File: src/hw/rtl/tbc_pkg.sv
`default_nettype none

package tbc_pkg;

  localparam int MAP_SIDE     = 64;
  localparam int SCREEN_SIDE  = 128;
  localparam int TILE_COUNT   = 256;
  localparam int TILE_SIDE    = 8;
  localparam int PALETTE_SIZE = 256;
  localparam int TILE_BIAS    = 192;

  localparam int MAP_CELLS    = MAP_SIDE * MAP_SIDE;
  localparam int LAYER_CELLS  = SCREEN_SIDE * SCREEN_SIDE;
  localparam int BITMAP_CELLS = TILE_COUNT * TILE_SIDE * TILE_SIDE;

  localparam int MAP_PIX_W = $clog2(MAP_SIDE * TILE_SIDE);
  localparam int SUB_W     = $clog2(TILE_SIDE);
  localparam int CELL_W    = $clog2(MAP_CELLS);
  localparam int SCR_W     = $clog2(SCREEN_SIDE);
  localparam int LAYER_AW  = $clog2(LAYER_CELLS);
  localparam int TILE_W    = $clog2(TILE_COUNT);
  localparam int BMP_AW    = $clog2(BITMAP_CELLS);
  localparam int PAL_AW    = $clog2(PALETTE_SIZE);

  localparam int PIX_W      = 8;
  localparam int COLOR_W    = 16;
  localparam int COORD_W    = 7;
  localparam int ADDR_W     = 14;
  localparam int DATA_W     = 16;
  localparam int KIND_W     = 3;
  localparam int FIELDS_W   = 2 * COORD_W + ADDR_W + DATA_W;
  localparam int TDATA_W    = ((FIELDS_W + 7) / 8) * 8;
  localparam int CFG_IDX_W  = 3;
  localparam int CFG_DATA_W = MAP_PIX_W;

  typedef enum logic [KIND_W-1:0] {
    REQ_RENDER  = 3'd0,
    REQ_MAP     = 3'd1,
    REQ_FRONT   = 3'd2,
    REQ_BACK    = 3'd3,
    REQ_BITMAP  = 3'd4,
    REQ_PALETTE = 3'd5
  } req_t;

  typedef enum logic [CFG_IDX_W-1:0] {
    CFG_TILE_X  = 3'd0,
    CFG_TILE_Y  = 3'd1,
    CFG_FRONT_X = 3'd2,
    CFG_FRONT_Y = 3'd3,
    CFG_BACK_X  = 3'd4,
    CFG_BACK_Y  = 3'd5
  } cfg_idx_t;

  // After address generation.
  typedef struct packed {
    req_t                  kind;
    logic [CELL_W-1:0]     map_addr;
    logic [2*SUB_W-1:0]    sub;
    logic [LAYER_AW-1:0]   front_addr;
    logic [LAYER_AW-1:0]   back_addr;
    logic [ADDR_W-1:0]     waddr;
    logic [DATA_W-1:0]     wdata;
  } s1_t;

  // After tile map and layer reads.
  typedef struct packed {
    req_t                  kind;
    logic [TILE_W-1:0]     tile;
    logic [2*SUB_W-1:0]    sub;
    logic [PIX_W-1:0]      front_pix;
    logic [PIX_W-1:0]      back_pix;
    logic [ADDR_W-1:0]     waddr;
    logic [DATA_W-1:0]     wdata;
  } s2_t;

  // After tile bitmap read.
  typedef struct packed {
    req_t                  kind;
    logic [PIX_W-1:0]      tile_pix;
    logic [PIX_W-1:0]      front_pix;
    logic [PIX_W-1:0]      back_pix;
    logic [ADDR_W-1:0]     waddr;
    logic [DATA_W-1:0]     wdata;
  } s3_t;

endpackage

`default_nettype wire

File: src/hw/rtl/tbc_pal.sv
`default_nettype none

module tbc_pal (
  input  wire logic                          clk,
  input  wire logic                          rst,
  input  wire logic                          en,
  input  wire logic                          in_valid,
  input  tbc_pkg::s3_t                       in,
  output logic                               out_valid,
  output logic [tbc_pkg::COLOR_W-1:0]        color
);

  logic [tbc_pkg::COLOR_W-1:0] palette [tbc_pkg::PALETTE_SIZE];

  logic [tbc_pkg::PIX_W-1:0] pix;

  // Tile wins unless transparent, then front, then back.
  always_comb begin
    priority if (in.tile_pix != '0) begin
      pix = in.tile_pix;
    end else if (in.front_pix != '0) begin
      pix = in.front_pix;
    end else begin
      pix = in.back_pix;
    end
  end

  always_ff @(posedge clk) begin
    if (rst) begin
      out_valid <= 1'b0;
    end else if (en) begin
      out_valid <= in_valid && in.kind == tbc_pkg::REQ_RENDER;
    end
  end

  always_ff @(posedge clk) begin
    if (en) begin
      if (in_valid && in.kind == tbc_pkg::REQ_PALETTE) begin
        palette[in.waddr[tbc_pkg::PAL_AW-1:0]] <= in.wdata;
      end else begin
        color <= palette[pix[tbc_pkg::PAL_AW-1:0]];
      end
    end
  end

endmodule

`default_nettype wire

File: config.mk
export PLATFORM = sky130hd
export DESIGN_NAME = tbc_pal
export DESIGN_NICKNAME = d
export VERILOG_FILES = /design/src/hw/rtl/tbc_pkg.sv /design/src/hw/rtl/tbc_pal.sv
export SDC_FILE = /design/constraint.sdc
export NUM_CORES = 2
export LEC_CHECK = 0
export BUFFER_PORTS_ARGS = -buffer_cell sky130_fd_sc_hd__buf_2
export CAP_MARGIN = 5
export CORE_MARGIN = 3
export CORE_UTILIZATION = 35
export CTS_CLUSTER_SIZE = 28
export DETAILED_ROUTE_END_ITERATION = 10
export HOLD_SLACK_MARGIN = 0.08
export PLACE_DENSITY = 0.57
export SYNTH_ARGS = -nofsm -noshare
export SYNTH_HDL_FRONTEND = slang
export SYNTH_SLANG_ARGS = --single-unit
File: constraint.sdc
create_clock -name clk -period 4.6 [get_ports clk]
set_clock_uncertainty 0.05 [all_clocks]
set_input_delay 0.23 -clock clk [delete_from_list [all_inputs] [get_ports clk]]
set_output_delay 0.23 -clock clk [all_outputs]
set_load 0.005 [all_outputs]
==> results.md <==
* Vias at 97100
* Die Y at 681 um
* Remaining antenna violation count at 0
* H-tree depth at 5
* Leak at 61.2 nW
* Dpl hpwl at 306000 um
* Core area at 453000 um^2
* IO buf count at 71
* Sw Ratio at 22.4%
* Routed wire length at 495000 um
* Worst Tran Pin Value at 1.30 ns
* Tcrit/Tclk final at 91.6%
* Critical-path maximum fanout at 16
* Sequential-to-total area share from yosys stat at 77.4%
* Max_cap viols at 0
* First-pass GRT wire length at 698000 um
* CTS Sinks at 4113
* Flop pwr share at 51.6%
* Int Power at 62.1 mW
* CTS Hold Buffers Added at 34
* Post-synth EDFFs at 4112
* Yosys top cell by area: edfxtp_1
* Synthesis Warnings at 0
* Grt ovf at 0
* CTS Root Cell: clkbuf_16
* Mapped Area at 160000 um^2
* Final hold violations at 0
* Starting density of the core at 35.2%
* Tot Pwr at 80.0 mW
* Die area at 464000 um^2
* Final setup margin at 0.389 ns
* Synth area leaders: edfxtp_1 (77%), nand2_1 (6.2%), mux4_2 (3.6%), nand3_1 (3.0%), mux2i_1 (1.5%)
* Pin count of the biggest net entering global routing at 163
* Initial DRC Count at 13300
* Crit-path max cell delay at 1.11 ns
* Syn nets at 10400
* Residual DRC at 0
* Post-layout min period at 4.21 ns
* Final Slew Violations at 0
* Die Span X at 681 um
* Delay-heaviest family, CP: compound AO/OA/AOI/OAI gates
* Pre-CTS setup slack at -0.149 ns
* Arrival @ worst endpoint at 4.96 ns
* Crit-path cells: dlygate4sd3_1 -> buf_2 -> or4_1 -> or3_1 -> o21ai_4 -> buf_12 -> buf_12 -> buf_4 -> buf_4 -> nand2_1 -> nand3_1 -> a32o_1 -> a31oi_1 -> o31ai_1 -> a2bb2oi_1
* Fmax at 237 MHz
* Final core utilization at 41.2%
* Post-Synthesis Cells at 10300
* Crit path buf inv count at 6
* Post_cts resized at 0
* Crit end category: flip-flop
* Hold WC Path Type: in2reg
* NetSw at 18.0 mW
* Peak VDD IR at 0.000339 V
* Clock latency on the worst-skew pair at 1.00 ns
* Initial antenna violation count at 36
* # nets final at 11100
* Worst setup SP type: input pin
* Data required time of the worst path at 5.35 ns
* Post-Syn Area per Cell at 15.5 um^2
* WS Path Type: in2reg
* Final-report setup violation count at 0
* Row count at 247
* Status: completed
* Routed len/inst at 28.4 um
* Asr flop ratio synth at 0%
* Synth unique cells at 65
* P&R area growth vs syn at 17.2%
* Synth Register Bits at 4113
* Area fraction of the dominant cell type after synthesis at 77.4%
* Routability cong. at 0.874
* Hold WS at 0.186 ns
* RSZ-0062 raised after global routing: false
* Combinational fraction of design power at 6.3%
* IO Pins at 78
* Worst-path clk slew at 0.06 ns
* Worst slew margin relative to its limit at 12.3%
* Setup Buffers After CTS at 0
* Clk pwr share at 42.1%
* First-pass iteration count of the detailed router at 6
* Tot GR Track Use at 20.7%
* Worst path slowest cell: o31ai_1
* Vias in the first global route at 93800
* PwrDens at 428 nW/um^2
* Clk buf depth at 4
* CTS tree: done
* Commonest register cell after synthesis: edfxtp_1
* Vias per cell at 5.57
* Share of cells above drive strength 1 at 17.2%
* TritonCTS buffer count at 421
[cell families (layout without fill, tap and decap cells)]
| kind of cell | Yosys count | in the layout | synth area share (%) |
|---|---|---|---|
| flip-flops | 4113 | 4113 | 77.4 |
| AND/OR/NAND/NOR | 4022 | 4022 | 10.5 |
| AO/OA/AOI/OAI | 990 | 990 | 4.87 |
| buffers and inverters | 683 | 1783 | 2.14 |
| multiplexers | 492 | 492 | 5.09 |
| other | 0 | 45 | 0 |
[power by group through the flow]
stage / combinational, mW / sequential [mW] / clock [mW]
final: 5.03 / 41.3 / 33.7
after floorplan: 2.07 / 42.1 / 0
after detailed placement: 4.97 / 42.1 / 0
after global routing: 5.24 / 41.3 / 35.6
after global placement: 4.89 / 42.1 / 0
after CTS: 5.02 / 41.3 / 34.1
[final timing paths]
kind | from | to | slack [ns] | cells past startpoint
setup / recovery | in[52] | color[0] | 0.39 | 15
hold reg to reg | palette[157][8] | color[8] | 0.91 | 4
setup reg to reg | palette[117][13] | color[13] | 1.60 | 9
hold / removal | in[22] | palette[86][13] | 0.19 | 6
[layout by cell type (no fill, tap or decap), drive strengths merged, types with 17 or more instances in the layout]
cell type | netlist | final
diode | 0 | 45
buf | 321 | 967
edfxtp | 4112 | 4112
mux4 | 256 | 256
dlygate4sd3 | 0 | 34
nand4 | 119 | 119
a221oi | 64 | 64
a21oi | 40 | 40
bufinv | 0 | 41
nor2 | 272 | 272
clkinv | 0 | 189
nand3 | 946 | 946
nand2 | 2620 | 2620
a31oi | 339 | 339
a32oi | 251 | 251
a22oi | 17 | 17
a221o | 18 | 18
inv | 21 | 39
a32o | 87 | 87
a22o | 34 | 34
clkbuf | 341 | 507
mux2i | 236 | 236
[final cells by class]
| type | instances | area (um^2) |
|---|---|---|
| inverters | 21 | 78.8 |
| clock inverters | 254 | 2480 |
| clock buffers | 507 | 11000 |
| fillers | 40400 | 266000 |
| diodes | 45 | 113 |
| repair buffers | 1001 | 9100 |
| well taps | 5976 | 7480 |
| multi-input cells | 5504 | 33300 |
| flip-flops and latches | 4113 | 123000 |
[worst register-to-register path: cells and delay by family, from the launching register on]
family,cells,cell delay [ns]
simple gates,1,0.46
buf+inv,2,0.40
flops,1,0.37
compound gates,6,1.47
[cells in the mapped netlist, types with 5 or more instances]
cell type  number
buf_2         150
buf_4          83
edfxtp_1     4112
o32ai_1         5
a211oi_1       12
a221oi_1       64
nand2_1      2620
buf_1          43
o31ai_1        13
a31oi_1       339
a2bb2oi_1       7
o211ai_1        9
a32o_1         87
mux4_2        256
o221a_2        11
nand4_1       119
nor2b_1         7
nand3_1       946
inv_1          21
o21ai_0        10
a22oi_1        17
nor3_1         15
buf_6          42
a211o_1         6
a22o_1         34
a311o_1         8
o221ai_1       12
a32oi_1       251
and3_1         16
mux2i_1       236
and2_1         12
a2111oi_0       7
a221o_1        18
nor2_1        272
a21oi_1        40
clkbuf_1      341
o211a_1        10
[through the flow]
stage	instance area [um^2]	instances	TNS, ns
6_report	187000	17400	0
5_1_grt	187000	17400	0
4_1_cts	187000	17400	0
3_5_place_dp	173000	16600	-0.439
3_3_place_gp	173000	16600	-1.53
2_1_floorplan	160000	10300	0
[flip-flops by register name, indices dropped and copies added (netlist names)]
| name | cells |
|---|---|
| color | 16 |
| out_valid | 1 |
| palette | 4096 |
[layer usage]
layer,share of wire (%),track usage (%)
met1,40,28.0
met2,48,33.9
met3,8.2,2.74
met4,4.4,8.59
met5,0.013,0
Note: power is estimated with default switching activity, not from simulation.
