### config.mk
export PLATFORM = sky130hd
export DESIGN_NAME = tbc_addr
export DESIGN_NICKNAME = d
export VERILOG_FILES = /design/src/hw/rtl/tbc_pkg.sv /design/src/hw/rtl/tbc_addr.sv
export SDC_FILE = /design/constraint.sdc
export NUM_CORES = 1
export LEC_CHECK = 0
export BUFFER_PORTS_ARGS = -buffer_cell sky130_fd_sc_hd__buf_4
export CAP_MARGIN = 20
export CORE_MARGIN = 2
export CORE_UTILIZATION = 33
export CTS_CLUSTER_SIZE = 30
export DETAILED_ROUTE_END_ITERATION = 16
export HOLD_SLACK_MARGIN = 0.08
export PLACE_DENSITY = 0.68
export SLEW_MARGIN = 20
export SYNTH_ARGS = -nofsm -noshare
export SYNTH_HDL_FRONTEND = slang
export SYNTH_SLANG_ARGS = --single-unit
### constraint.sdc
create_clock -name clk -period 2.3 [get_ports clk]
set_input_delay 0.69 -clock clk [delete_from_list [all_inputs] [get_ports clk]]
set_output_delay 0.69 -clock clk [all_outputs]
set_load 0.05 [all_outputs]
### src/hw/rtl/tbc_pkg.sv
`default_nettype none

package tbc_pkg;

  localparam int MAP_SIDE     = 64;
  localparam int SCREEN_SIDE  = 128;
  localparam int TILE_COUNT   = 256;
  localparam int TILE_SIDE    = 8;
  localparam int PALETTE_SIZE = 256;
  localparam int TILE_BIAS    = 192;

  localparam int MAP_CELLS    = MAP_SIDE * MAP_SIDE;
  localparam int LAYER_CELLS  = SCREEN_SIDE * SCREEN_SIDE;
  localparam int BITMAP_CELLS = TILE_COUNT * TILE_SIDE * TILE_SIDE;

  localparam int MAP_PIX_W = $clog2(MAP_SIDE * TILE_SIDE);
  localparam int SUB_W     = $clog2(TILE_SIDE);
  localparam int CELL_W    = $clog2(MAP_CELLS);
  localparam int SCR_W     = $clog2(SCREEN_SIDE);
  localparam int LAYER_AW  = $clog2(LAYER_CELLS);
  localparam int TILE_W    = $clog2(TILE_COUNT);
  localparam int BMP_AW    = $clog2(BITMAP_CELLS);
  localparam int PAL_AW    = $clog2(PALETTE_SIZE);

  localparam int PIX_W      = 8;
  localparam int COLOR_W    = 16;
  localparam int COORD_W    = 7;
  localparam int ADDR_W     = 14;
  localparam int DATA_W     = 16;
  localparam int KIND_W     = 3;
  localparam int FIELDS_W   = 2 * COORD_W + ADDR_W + DATA_W;
  localparam int TDATA_W    = ((FIELDS_W + 7) / 8) * 8;
  localparam int CFG_IDX_W  = 3;
  localparam int CFG_DATA_W = MAP_PIX_W;

  typedef enum logic [KIND_W-1:0] {
    REQ_RENDER  = 3'd0,
    REQ_MAP     = 3'd1,
    REQ_FRONT   = 3'd2,
    REQ_BACK    = 3'd3,
    REQ_BITMAP  = 3'd4,
    REQ_PALETTE = 3'd5
  } req_t;

  typedef enum logic [CFG_IDX_W-1:0] {
    CFG_TILE_X  = 3'd0,
    CFG_TILE_Y  = 3'd1,
    CFG_FRONT_X = 3'd2,
    CFG_FRONT_Y = 3'd3,
    CFG_BACK_X  = 3'd4,
    CFG_BACK_Y  = 3'd5
  } cfg_idx_t;

  // After address generation.
  typedef struct packed {
    req_t                  kind;
    logic [CELL_W-1:0]     map_addr;
    logic [2*SUB_W-1:0]    sub;
    logic [LAYER_AW-1:0]   front_addr;
    logic [LAYER_AW-1:0]   back_addr;
    logic [ADDR_W-1:0]     waddr;
    logic [DATA_W-1:0]     wdata;
  } s1_t;

  // After tile map and layer reads.
  typedef struct packed {
    req_t                  kind;
    logic [TILE_W-1:0]     tile;
    logic [2*SUB_W-1:0]    sub;
    logic [PIX_W-1:0]      front_pix;
    logic [PIX_W-1:0]      back_pix;
    logic [ADDR_W-1:0]     waddr;
    logic [DATA_W-1:0]     wdata;
  } s2_t;

  // After tile bitmap read.
  typedef struct packed {
    req_t                  kind;
    logic [PIX_W-1:0]      tile_pix;
    logic [PIX_W-1:0]      front_pix;
    logic [PIX_W-1:0]      back_pix;
    logic [ADDR_W-1:0]     waddr;
    logic [DATA_W-1:0]     wdata;
  } s3_t;

endpackage

`default_nettype wire

### src/hw/rtl/tbc_addr.sv
`default_nettype none

module tbc_addr (
  input  wire logic                              clk,
  input  wire logic                              rst,
  input  wire logic                              en,
  input  wire logic                              in_valid,
  input  wire logic [tbc_pkg::KIND_W-1:0]        in_kind,
  input  wire logic [tbc_pkg::TDATA_W-1:0]       in_data,
  input  wire logic                              cfg_valid,
  input  wire logic [tbc_pkg::CFG_IDX_W-1:0]     cfg_index,
  input  wire logic [tbc_pkg::CFG_DATA_W-1:0]    cfg_data,
  output logic                                   cfg_ready,
  output logic                                   out_valid,
  output tbc_pkg::s1_t                           out
);

  logic [tbc_pkg::MAP_PIX_W-1:0] tile_x;
  logic [tbc_pkg::MAP_PIX_W-1:0] tile_y;
  logic [tbc_pkg::SCR_W-1:0]     front_x;
  logic [tbc_pkg::SCR_W-1:0]     front_y;
  logic [tbc_pkg::SCR_W-1:0]     back_x;
  logic [tbc_pkg::SCR_W-1:0]     back_y;

  logic [tbc_pkg::COORD_W-1:0]   pix_x;
  logic [tbc_pkg::COORD_W-1:0]   pix_y;
  logic [tbc_pkg::ADDR_W-1:0]    addr;
  logic [tbc_pkg::DATA_W-1:0]    data;
  logic [tbc_pkg::MAP_PIX_W-1:0] tx;
  logic [tbc_pkg::MAP_PIX_W-1:0] ty;
  logic [tbc_pkg::SCR_W-1:0]     fx;
  logic [tbc_pkg::SCR_W-1:0]     fy;
  logic [tbc_pkg::SCR_W-1:0]     bx;
  logic [tbc_pkg::SCR_W-1:0]     by;
  tbc_pkg::req_t                 kind;
  logic                          known;

  assign cfg_ready = 1'b1;

  always_ff @(posedge clk) begin
    if (rst) begin
      tile_x  <= '0;
      tile_y  <= '0;
      front_x <= '0;
      front_y <= '0;
      back_x  <= '0;
      back_y  <= '0;
    end else if (cfg_valid) begin
      unique case (tbc_pkg::cfg_idx_t'(cfg_index))
        tbc_pkg::CFG_TILE_X:  tile_x  <= cfg_data;
        tbc_pkg::CFG_TILE_Y:  tile_y  <= cfg_data;
        tbc_pkg::CFG_FRONT_X: front_x <= cfg_data[tbc_pkg::SCR_W-1:0];
        tbc_pkg::CFG_FRONT_Y: front_y <= cfg_data[tbc_pkg::SCR_W-1:0];
        tbc_pkg::CFG_BACK_X:  back_x  <= cfg_data[tbc_pkg::SCR_W-1:0];
        tbc_pkg::CFG_BACK_Y:  back_y  <= cfg_data[tbc_pkg::SCR_W-1:0];
        default: ;
      endcase
    end
  end

  assign pix_x = in_data[tbc_pkg::COORD_W-1:0];
  assign pix_y = in_data[tbc_pkg::COORD_W +: tbc_pkg::COORD_W];
  assign addr  = in_data[2*tbc_pkg::COORD_W +: tbc_pkg::ADDR_W];
  assign data  = in_data[2*tbc_pkg::COORD_W + tbc_pkg::ADDR_W +: tbc_pkg::DATA_W];
  assign kind  = tbc_pkg::req_t'(in_kind);

  // Map side is a power of two: the wrap is the natural carry-out drop.
  assign tx = tile_x + tbc_pkg::MAP_PIX_W'(tbc_pkg::TILE_BIAS)
            + tbc_pkg::MAP_PIX_W'(pix_x);
  assign ty = tile_y + tbc_pkg::MAP_PIX_W'(tbc_pkg::TILE_BIAS)
            + tbc_pkg::MAP_PIX_W'(pix_y);
  assign fx = front_x + tbc_pkg::SCR_W'(pix_x);
  assign fy = front_y + tbc_pkg::SCR_W'(pix_y);
  assign bx = back_x + tbc_pkg::SCR_W'(pix_x);
  assign by = back_y + tbc_pkg::SCR_W'(pix_y);

  always_comb begin
    unique case (kind)
      tbc_pkg::REQ_RENDER, tbc_pkg::REQ_MAP, tbc_pkg::REQ_FRONT,
      tbc_pkg::REQ_BACK, tbc_pkg::REQ_BITMAP, tbc_pkg::REQ_PALETTE: known = 1'b1;
      default: known = 1'b0;
    endcase
  end

  always_ff @(posedge clk) begin
    if (rst) begin
      out_valid <= 1'b0;
    end else if (en) begin
      out_valid <= in_valid && known;
    end
  end

  always_ff @(posedge clk) begin
    if (en) begin
      out.kind       <= kind;
      out.map_addr   <= {tx[tbc_pkg::MAP_PIX_W-1:tbc_pkg::SUB_W],
                         ty[tbc_pkg::MAP_PIX_W-1:tbc_pkg::SUB_W]};
      out.sub        <= {ty[tbc_pkg::SUB_W-1:0], tx[tbc_pkg::SUB_W-1:0]};
      out.front_addr <= {fx, fy};
      out.back_addr  <= {bx, by};
      out.waddr      <= addr;
      out.wdata      <= data;
    end
  end

endmodule

`default_nettype wire

==> run metrics <==
crit path from=in_data[1]; worst setup path end=out[74]$_DFFE_PP_; RR Endpoint=out[74]$_DFFE_PP_; Main synth FF type=edfxtp_1; GR Overflow Total=0; critical-path cell list=buf_4, ha_4, ha_4, inv_2, fa_2, nor2b_4, o31a_1, or4b_1, nand3_1; clock slew seen by the registers of the worst setup and hold paths=50 ps; most frequent cells in the layout=buf_4 (198), edfxtp_1 (79), nand2_1 (62), a21oi_1 (50), dfxtp_1 (47); gr usage total=0.144; Routed Antenna Nets=0; post-layout total power=0.00629 W; Top Usage Layer GRT=met2; Worst Reg2Reg Path Length in Cells=8; post-synthesis cell type count=40; post-cts resize count=0; initial antenna violation count=0; clock skew=4.40 ps; DR DRC count=0; critical path launch point type=primary input; HP Start=in_data[18]; final net count=842; port buffer count=143; Critical-path top delay cell=or4b_1; FF+latch count, synth=126; clock sinks=126; PwrDens=753 nW/um^2; I/O pins=149; reg-to-reg startpoint=tile_x[1]$_SDFFE_PP0P_; Maximum Capacitance Violations=0; share of flip-flops with an asynchronous set or reset=0; cells after synthesis=507; critical path depth in cells=9; htree depth=4; drt pass-1 iters=4; Global Route met1 Usage=0.180; Yosys Warn Count=0; WP buf/inv=2; placed cell area=7740 sq um; Post-CTS Setup Bufs=0; Syn Nets=633; final setup fails=0; wire length per cell=13.9 microns; Post-synth EDFFs=79; cell mode on critical path=ha_4; clk_lat worst skew=410 ps; Worst Path Arrival=2380 ps; endpoint class of the critical path=flop; row count=48; largest net degree at the start of global routing=48; f_max=0.476 GHz; synthesis-to-finish area growth=41.1%; min cycle time layout=2100 ps; fin. max-slew vios=0; FF-to-FF setup slack=200 ps; post-DP HPWL=10100 microns; Layout Utilization=0.479; Slew HR=0.634; Hold Violations, Final=0; max incr delay on CP=500 ps; clk buf depth=2; first-pass GRT wire length=20300 microns; met2 Resource Use GR=0.224; worst-path fanout max=2; gpl congestion=0.812; Initial Util=0.340; VDD IR-drop max=492 uV; die span in y=138 microns; CTS tree=done; sequential area share after synthesis=0.560; Tcrit/Tclk final=0.914; cts bufs inserted=17; kind of critical path=primary input to flop; met3 Resource Use GR=0.0541; CP top delay family=simple AND/OR/NAND/NOR gates; worst min path class=primary input to flop; outcome=complete, no violations; drt via density=4.56; LEAKAGE=3.57 nW; RSZ-0062 raised after global routing=no; Fillers=1602; critical path required time=2580 ps; antenna fix cells=0; # hold bufs at CTS=0; Iteration-0 DRC Markers=174; die footprint=19000 sq um; most common cell after layout, fill and taps aside=buf_4; core area=17400 sq um; synthesized area=5920 sq um; share of layout cells above drive strength 1=0.340; number of global-route vias before repair=4118; post-route cell area=8350 sq um; syn avg cell area=11.7 sq um; worst slew pin tran=549 ps; Chip Width=138 microns; Root Buffer=clkbuf_16; Total Wirelength=13200 microns; via count=4346
through the flow:
stage          worst slack [ps]  instances  hold slack (ps)  TNS [ps]
2_1_floorplan             -34.3        507              436     -35.9
3_3_place_gp               -222        922              445     -1510
3_5_place_dp               -228        922              453     -1590
4_1_cts                     187        954              431         0
5_1_grt                     101        954              430         0
6_report                    198        954              455         0
logic make-up after synthesis:
family          synth area share
simple gates               0.118
compound gates            0.0852
buf+inv                   0.0311
flops                      0.560
other cells             0.000634
xor+xnor                  0.0385
mux                       0.0372
fa+ha+maj                  0.130
Yosys cell counts, types with 2 or more instances:
master / n / share of area
edfxtp_1: 79 / 0.40
nand2_1: 62 / 0.039
ha_1: 52 / 0.11
a21oi_1: 50 / 0.042
dfxtp_1: 47 / 0.16
inv_1: 37 / 0.023
nor2_1: 33 / 0.021
mux2i_1: 22 / 0.037
xnor2_1: 18 / 0.027
o211ai_1: 10 / 0.013
o21ai_0: 9 / 0.0076
xor2_1: 8 / 0.012
nand3_1: 7 / 0.0059
nor2b_1: 7 / 0.0074
fa_1: 6 / 0.020
o21a_1: 6 / 0.0076
o31a_1: 6 / 0.0089
clkbuf_1: 5 / 0.0032
nor2b_4: 5 / 0.012
nor3_1: 5 / 0.0042
or4_1: 5 / 0.0063
and3_1: 4 / 0.0042
nand2b_1: 4 / 0.0042
buf_2: 3 / 0.0025
a21o_1: 2 / 0.0025
worst min path at each step:
stage,to,slack [ps],cells past startpoint
finish,out[20]$_DFFE_PP_,450,1
global route,out[76]$_DFFE_PP_,430,1
CTS,out[8]$_DFFE_PP_,430,1
detailed placement,tile_y[4]$_SDFFE_PP0P_,450,2
global placement,tile_x[6]$_SDFFE_PP0P_,440,2
floorplan,tile_x[6]$_SDFFE_PP0P_,440,2
layer usage:
metal,vias up,share of wire,routed length (microns)
li1,2209,-,-
met5,-,0,0
met3,14,0.083,1100
met4,0,0.011,142
met1,1998,0.46,6080
met2,125,0.45,5900
power breakdown:
group          internal, W  total, W  switching [W]
Sequential         0.00255   0.00259      0.0000387
Clock              0.00173   0.00265       0.000915
Combinational     0.000383   0.00105       0.000665
layout make-up:
type | count | area (sq um) | share of cell area
well taps | 225 | 282 | 0.0337
inverters | 37 | 139 | 0.0166
clock buffers | 29 | 593 | 0.0710
multi-input cells | 334 | 2480 | 0.297
flip-flops and latches | 126 | 3310 | 0.397
repair buffers | 200 | 1530 | 0.183
clock inverters | 3 | 15.0 | 0.00180
sequential cells by signal, summed over array words and instances (netlist names):
signal / count
out: 79
tile_x: 9
tile_y: 9
back_x: 7
back_y: 7
front_x: 7
front_y: 7
out_valid: 1
(Power assumes the default switching activity.)
